<file path="src/hdl/sfti_pkg.sv">
// Shared types, codes and constants of the strip and fan to triangle converter.
package sfti_pkg;

	localparam int DEF_MAX_WORDS    = 16384;
	localparam int DEF_HASH_SIZE    = 16384;
	localparam int DEF_MAX_SOURCES  = 2048;
	localparam int DEF_VERTEX_DEPTH = 8192;

	localparam logic [31:0] HASH_MULT = 32'd2654435761;
	localparam logic signed [31:0] COUNT_MAX = 32'sd65535;
	localparam logic signed [31:0] COUNT_MIN = -32'sd65535;
	localparam logic [16:0] MIN_VERTS = 17'd3;

	typedef logic [1:0]  kind_t;
	typedef logic [12:0] ri_t;
	typedef logic [10:0] si_t;
	typedef logic [2:0]  err_t;
	typedef logic [13:0] vc_t;
	typedef logic [14:0] ic_t;
	typedef logic [0:0]  cfg_idx_t;
	typedef logic [14:0] cfg_data_t;

	localparam kind_t KIND_CORNER = 2'd0;
	localparam kind_t KIND_DONE   = 2'd1;
	localparam kind_t KIND_ERROR  = 2'd2;

	localparam err_t ERR_NONE      = 3'd0;
	localparam err_t ERR_COUNT     = 3'd1;
	localparam err_t ERR_SHORT     = 3'd2;
	localparam err_t ERR_TRUNC     = 3'd3;
	localparam err_t ERR_SOURCE    = 3'd4;
	localparam err_t ERR_NO_END    = 3'd5;

	localparam cfg_idx_t REG_TOTAL_WORDS  = 1'd0;
	localparam cfg_idx_t REG_SOURCE_COUNT = 1'd1;

	localparam logic [1:0] PH_COUNT = 2'd0;
	localparam logic [1:0] PH_S     = 2'd1;
	localparam logic [1:0] PH_T     = 2'd2;
	localparam logic [1:0] PH_SRC   = 2'd3;

	typedef struct packed {
		kind_t kind;
		ri_t   render_index;
		si_t   source_index;
		err_t  error_code;
		vc_t   vertex_count;
		ic_t   index_count;
		logic  last;
	} result_t;

	typedef struct packed {
		logic accept;
		logic hash_start;
		logic slot_read;
		logic vert_read;
		logic probe_next;
		logic found;
		logic insert;
		logic emit;
		logic fail_src;
		logic fail_full;
		logic clear_sweep;
	} cmd_t;

	typedef struct packed {
		logic [1:0] phase;
		logic       out_empty;
		logic       count_fin;
		logic       src_bad;
		logic       slot_empty;
		logic       match;
		logic       probe_last;
		logic       vstore_full;
		logic       emit_fin;
		logic       clear_last;
	} sts_t;

endpackage

</file>
<file path="src/hdl/sfti_ctrl.sv">
// Sequencer: word intake, hash probing, insertion, corner emission and table clearing.
module sfti_ctrl (
	input  logic          clk,
	input  logic          arst_n,
	input  logic          word_valid,
	output logic          word_stall,
	input  sfti_pkg::sts_t sts,
	output sfti_pkg::cmd_t cmd
);

	localparam logic [2:0] ST_CLEAR = 3'd0;
	localparam logic [2:0] ST_IDLE  = 3'd1;
	localparam logic [2:0] ST_HASH  = 3'd2;
	localparam logic [2:0] ST_RD    = 3'd3;
	localparam logic [2:0] ST_SLOT  = 3'd4;
	localparam logic [2:0] ST_CMP   = 3'd5;
	localparam logic [2:0] ST_INS   = 3'd6;
	localparam logic [2:0] ST_EMIT  = 3'd7;

	logic [2:0] state_q, state_d;
	logic       ready;

	assign ready = (state_q == ST_IDLE) &&
		(sts.phase == sfti_pkg::PH_S || sts.phase == sfti_pkg::PH_T || sts.out_empty);
	assign word_stall = !ready;

	always_comb begin
		cmd = '0;
		state_d = state_q;
		case (state_q)
			ST_CLEAR: begin
				cmd.clear_sweep = 1'b1;
				if (sts.clear_last) state_d = ST_IDLE;
			end
			ST_IDLE: begin
				if (word_valid && ready) begin
					cmd.accept = 1'b1;
					if (sts.phase == sfti_pkg::PH_COUNT && sts.count_fin) state_d = ST_CLEAR;
					else if (sts.phase == sfti_pkg::PH_SRC) state_d = ST_HASH;
				end
			end
			ST_HASH: begin
				if (sts.src_bad) begin
					cmd.fail_src = 1'b1;
					state_d = ST_CLEAR;
				end else begin
					cmd.hash_start = 1'b1;
					state_d = ST_RD;
				end
			end
			ST_RD: begin
				cmd.slot_read = 1'b1;
				state_d = ST_SLOT;
			end
			ST_SLOT: begin
				if (sts.slot_empty) state_d = ST_INS;
				else begin
					cmd.vert_read = 1'b1;
					state_d = ST_CMP;
				end
			end
			ST_CMP: begin
				if (sts.match) begin
					cmd.found = 1'b1;
					state_d = ST_EMIT;
				end else if (sts.probe_last) begin
					cmd.fail_full = 1'b1;
					state_d = ST_CLEAR;
				end else begin
					cmd.probe_next = 1'b1;
					state_d = ST_RD;
				end
			end
			ST_INS: begin
				if (sts.vstore_full) begin
					cmd.fail_full = 1'b1;
					state_d = ST_CLEAR;
				end else begin
					cmd.insert = 1'b1;
					state_d = ST_EMIT;
				end
			end
			ST_EMIT: begin
				cmd.emit = 1'b1;
				state_d = sts.emit_fin ? ST_CLEAR : ST_IDLE;
			end
			default: state_d = ST_CLEAR;
		endcase
	end

	always_ff @(posedge clk or negedge arst_n) begin
		if (!arst_n) state_q <= ST_CLEAR;
		else state_q <= state_d;
	end

endmodule

</file>
<file path="config.mk">
export PLATFORM = sky130hd
export DESIGN_NAME = sfti_ctrl
export DESIGN_NICKNAME = d
export VERILOG_FILES = /design/src/hdl/sfti_pkg.sv /design/src/hdl/sfti_ctrl.sv
export SDC_FILE = /design/constraint.sdc
export NUM_CORES = 1
export LEC_CHECK = 0
export ABC_AREA = 0
export BUFFER_PORTS_ARGS = -buffer_cell sky130_fd_sc_hd__buf_2
export CORE_AREA = 2 2 39 41
export CTS_CLUSTER_DIAMETER = 30
export DETAILED_ROUTE_END_ITERATION = 12
export DIE_AREA = 0 0 41 43
export GPL_ROUTABILITY_DRIVEN = 0
export PLACE_DENSITY = 0.6
export SYNTH_ARGS = -nofsm -noshare
export SYNTH_HDL_FRONTEND = slang
export SYNTH_SLANG_ARGS = --single-unit
</file>
<file path="constraint.sdc">
create_clock -name clk -period 1.8 [get_ports clk]
set_input_delay 0.27 -clock clk [delete_from_list [all_inputs] [get_ports clk]]
set_output_delay 0.27 -clock clk [all_outputs]
set_load 0.1 [all_outputs]
</file>
# Word-level counts from Yosys, hierarchy flattened
# Index checks and enable logic that the tools add are counted.
# word_totals
regBits,3
input_bits,14
output_inout_bits,12
elab_cells,55
# op_classes
n_eq_ne,13
n_mux,32
n_reduce_logical,9
# ops
op,count
$pmux W3 S8,1
$mux W1,20
$mux W3,6
$eq A3 B3 Y1 const B,4
$mux W2,4
$eq A3 B2 Y1 const B,2
$eq A2 B2 Y1 const B,2
$eq A3 B1 Y1 const B,1
$logic_and A1 B1 Y1,3
$logic_not A3 Y1,1
$ne A3 B1 Y1 const B,1
$reduce_and A3 Y1,1
$eq A2 B1 Y1 const B,1
$logic_not A2 Y1,1
$logic_or A1 B1 Y1,2
$ne A2 B1 Y1 const B,1
$ne A2 B2 Y1 const B,1
$pmux W1 S2,1
$logic_not A1 Y1,1

# Longest topological paths before layout
# depth
word_depth,7
mapped_depth,6
mapped_depth_nobuf,6

# Worst setup path after synthesis
# OpenSTA, ideal clock, no wires.
# synth_timing
kind,input -> output
startpoint,input port sts[9] (netlist bit)
endpoint,output port cmd[10] (netlist bit)
arrival_time_ns,3.138
required_time_ns,1.530
path_slack_ns,-1.608
stages,4
n_path_buf,0
path_cell_list,inv_1 -> ha_1 -> o211ai_1 -> nor2_1
# synth_rtl
item,line,rtl
from (decl),sfti_ctrl.sv:7,"input sfti_pkg::sts_t sts,"
to (decl),sfti_ctrl.sv:8,output sfti_pkg::cmd_t cmd

==> impl_metrics.py <==
metrics = {
    "cells_and_area": {
        "top_regs": "state_q x3",
        "diodes": 0,
        "largest_register": "state_q",
        "area.growth.synth_to_final_pct": 113.9,
        "largest_register_ff_count": 3,
        "fin_nets": 97,
        "drive_gt1_frac": 0.6000,
    },
    "clocking": {
        "insertion_delay_ps": 240,
        "htree_levels": 1,
        "clk_pin_slew_ps": 30,
        "clock_sinks": 3,
        "cts_made_buffers": 3,
        "cts_tree": "yes",
        "root_buffer": "clkbuf_4",
        "cts_setup_buffers": 0,
        "ctsLongestPathBuffers": 2,
    },
    "logic_synthesis": {
        "synth_edf_count": 0,
        "synth_top_area_share": 0.1942,
        "ys_warn_count": 0,
        "synthFlopType": "dfrtp_1",
        "ys_types": 29,
        "synth_cells": 50,
        "synth.largest_area_cell": "dfrtp_1",
        "synth_nets": 66,
        "yosys-top-cells-count": "nor2_1 (5), inv_1 (4)",
        "syn_avg_cell_area_um2": 7.732,
        "yosysMostFrequentCell": "nor2_1",
        "yosys_register_bits": 3,
        "ys_seq_area_frac": 0.1942,
        "synth_area_leaders": "dfrtp_1 (19%), ha_1 (6.5%), nor3b_1 (5.8%)",
        "synth.cell_area_um2": 386.6,
        "async_flop_share": 1.000,
    },
    "detailed_routing": {
        "wirelength_mm": 1.049,
        "dr.pass1.iters": 4,
        "vias": 483,
        "drt_iter0_markers": 5,
        "wl_per_cell_um": 10.93,
        "vias_per_cell": 5.031,
        "drc": 0,
        "antenna_left": 0,
    },
    "timing": {
        "fin_ws_ps": 76.16,
        "relSlewSlack": 0.7679,
        "period_share": 0.9577,
        "finalHoldViolCount": 0,
        "max_freq_mhz": 580.1,
        "fin_hold_ws_ps": 351.6,
        "setup_violations": 0,
        "worst_slew_pin_slew_ps": 346.7,
        "fin_crit_ps": 1724,
        "fin_skew_ps": 0.1701,
        "drv_slew": 0,
        "rsz0062_at_grt": "no",
    },
    "die": {
        "initial_core_util": 0.2794,
        "pin_count": 26,
        "rows": 14,
        "dieWidth_um": 41,
        "fp.dieH_um": 43,
        "core_mm2": 0.001384,
        "die-area_mm2": 0.001763,
    },
    "critical_path": {
        "cp_data_required_time_ps": 1530,
        "crit_path_start_kind": "flip-flop",
        "arrival_ps": 1450,
        "reg2reg_to": "state_q[1]$_DFFE_PN0P_",
        "reg2reg_from": "state_q[0]$_DFFE_PN0P_",
        "cp_max_fo": 17,
        "end_kind": "output port",
        "rrSetupSlack_ps": 510,
        "reg2reg_depth": 3,
        "path_class": "flip-flop to output port",
    },
    "pwr": {
        "leakagePower_nw": 0.3524,
        "ir_drop_mv": 0.8560,
        "power_density_mw_per_mm2": 1380,
    },
    "flow_run": {
        "maxCapViolations": 0,
    },
    "place": {
        "portBuffers": 25,
        "pre_cts_ws_ps": 276.9,
        "hpwlAfterDp_um": 870.2,
    },
    "min_path": {
        "hold_path_end": "state_q[0]$_DFFE_PN0P_",
        "min_from": "sts[0]",
        "holdCritPathClass": "input port to flip-flop",
        "hold_depth": 3,
    },
    "grt": {
        "grt_pass1_vias": 403,
        "grt_overflow": 0,
        "grt.total_usage": 0.1398,
        "grt_pass1_wl_mm": 1.642,
        "antenna_found_initial": 0,
        "grt_start_max_net_pins": 18,
    },
    "status": {
        "status": "completed",
    },
}
## repair_timing
item                       in CTS  in global routing
hold buffers                    1                  0
gates resized for setup         0                  3
hold endpoints to repair        3                  0
setup endpoints to repair       0                  2
## per-layer routing
layer	GRT usage	share of wire	vias up
li1	-	-	241
met5	0	0	-
met2	0.2063	0.48	27
met1	0.1650	0.40	210
met4	0.1000	0.031	0
met3	0.03665	0.092	5
## cell type report
| cell class | instances | area [µm²] |
|---|---|---|
| Tap cell | 16 | 20.02 |
| Timing Repair Buffer | 29 | 337.8 |
| Multi-Input combinational cell | 40 | 336.6 |
| Fill cell | 120 | 556.8 |
| Inverter | 4 | 27.53 |
| Clock buffer | 4 | 26.28 |
| Sequential cell | 3 | 78.83 |
## cell usage in the layout, fill, tap and decap left out, drive strengths merged, types with 2 or more instances in the layout
master	count
a211oi	2
a21oi	4
and2	3
buf	28
clkbuf	4
dfrtp	3
ha	2
inv	4
nand2	3
nand2b	3
nor2	5
nor3	2
nor3b	3
o211ai	2
o21ai	2
## metrics by stage
stage,instance area (µm²),utilization,TNS [ps],cells,total power [mW]
5_1_grt,827.0,0.5976,0,96,1.201
2_1_floorplan,465.4,-,-3898,50,0.7408
3_5_place_dp,783.3,0.5660,0,91,1.013
3_3_place_gp,783.3,0.5660,0,91,1.004
6_report,827.0,0.5976,0,96,1.141
4_1_cts,819.5,0.5922,0,96,1.137
## worst max-delay path: stages, from the launching register on
cell	delay, ps
dfrtp_4	560
nor4b_4	420
buf_12	220
## cell families after synthesis
logic type                 count (synthesis)  share of synthesized area
DFF                                        3                     0.1942
buffers and inverters                      7                     0.1003
AOI/OAI and AO/OA                         13                     0.2362
adders and majority gates                  2                    0.06471
and+or+nand+nor                           25                     0.4046
## worst max-delay path by stage
| stage | start | endpoint | slack [ps] |
|---|---|---|---|
| after floorplan | sts[10] | cmd[10] | -1510 |
| after global placement | sts[10] | cmd[10] | 300 |
| after detailed placement | sts[10] | cmd[10] | 280 |
| after CTS | state_q[1]$_DFFE_PN0P_ | cmd[6] | 60 |
| after global routing | state_q[2]$_DFFE_PN0P_ | cmd[4] | 30 |
| final | state_q[0]$_DFFE_PN0P_ | cmd[9] | 80 |
## power by group
| part | switching [mW] | leakage (nW) | internal, mW |
|---|---|---|---|
| clock network | 0.0353 | 0.0150 | 0.0831 |
| registers | 0.0665 | 0.0373 | 0.0978 |
| logic | 0.528 | 0.300 | 0.330 |
| total | 0.630 | 0.352 | 0.511 |
(Power assumes the default switching activity.)
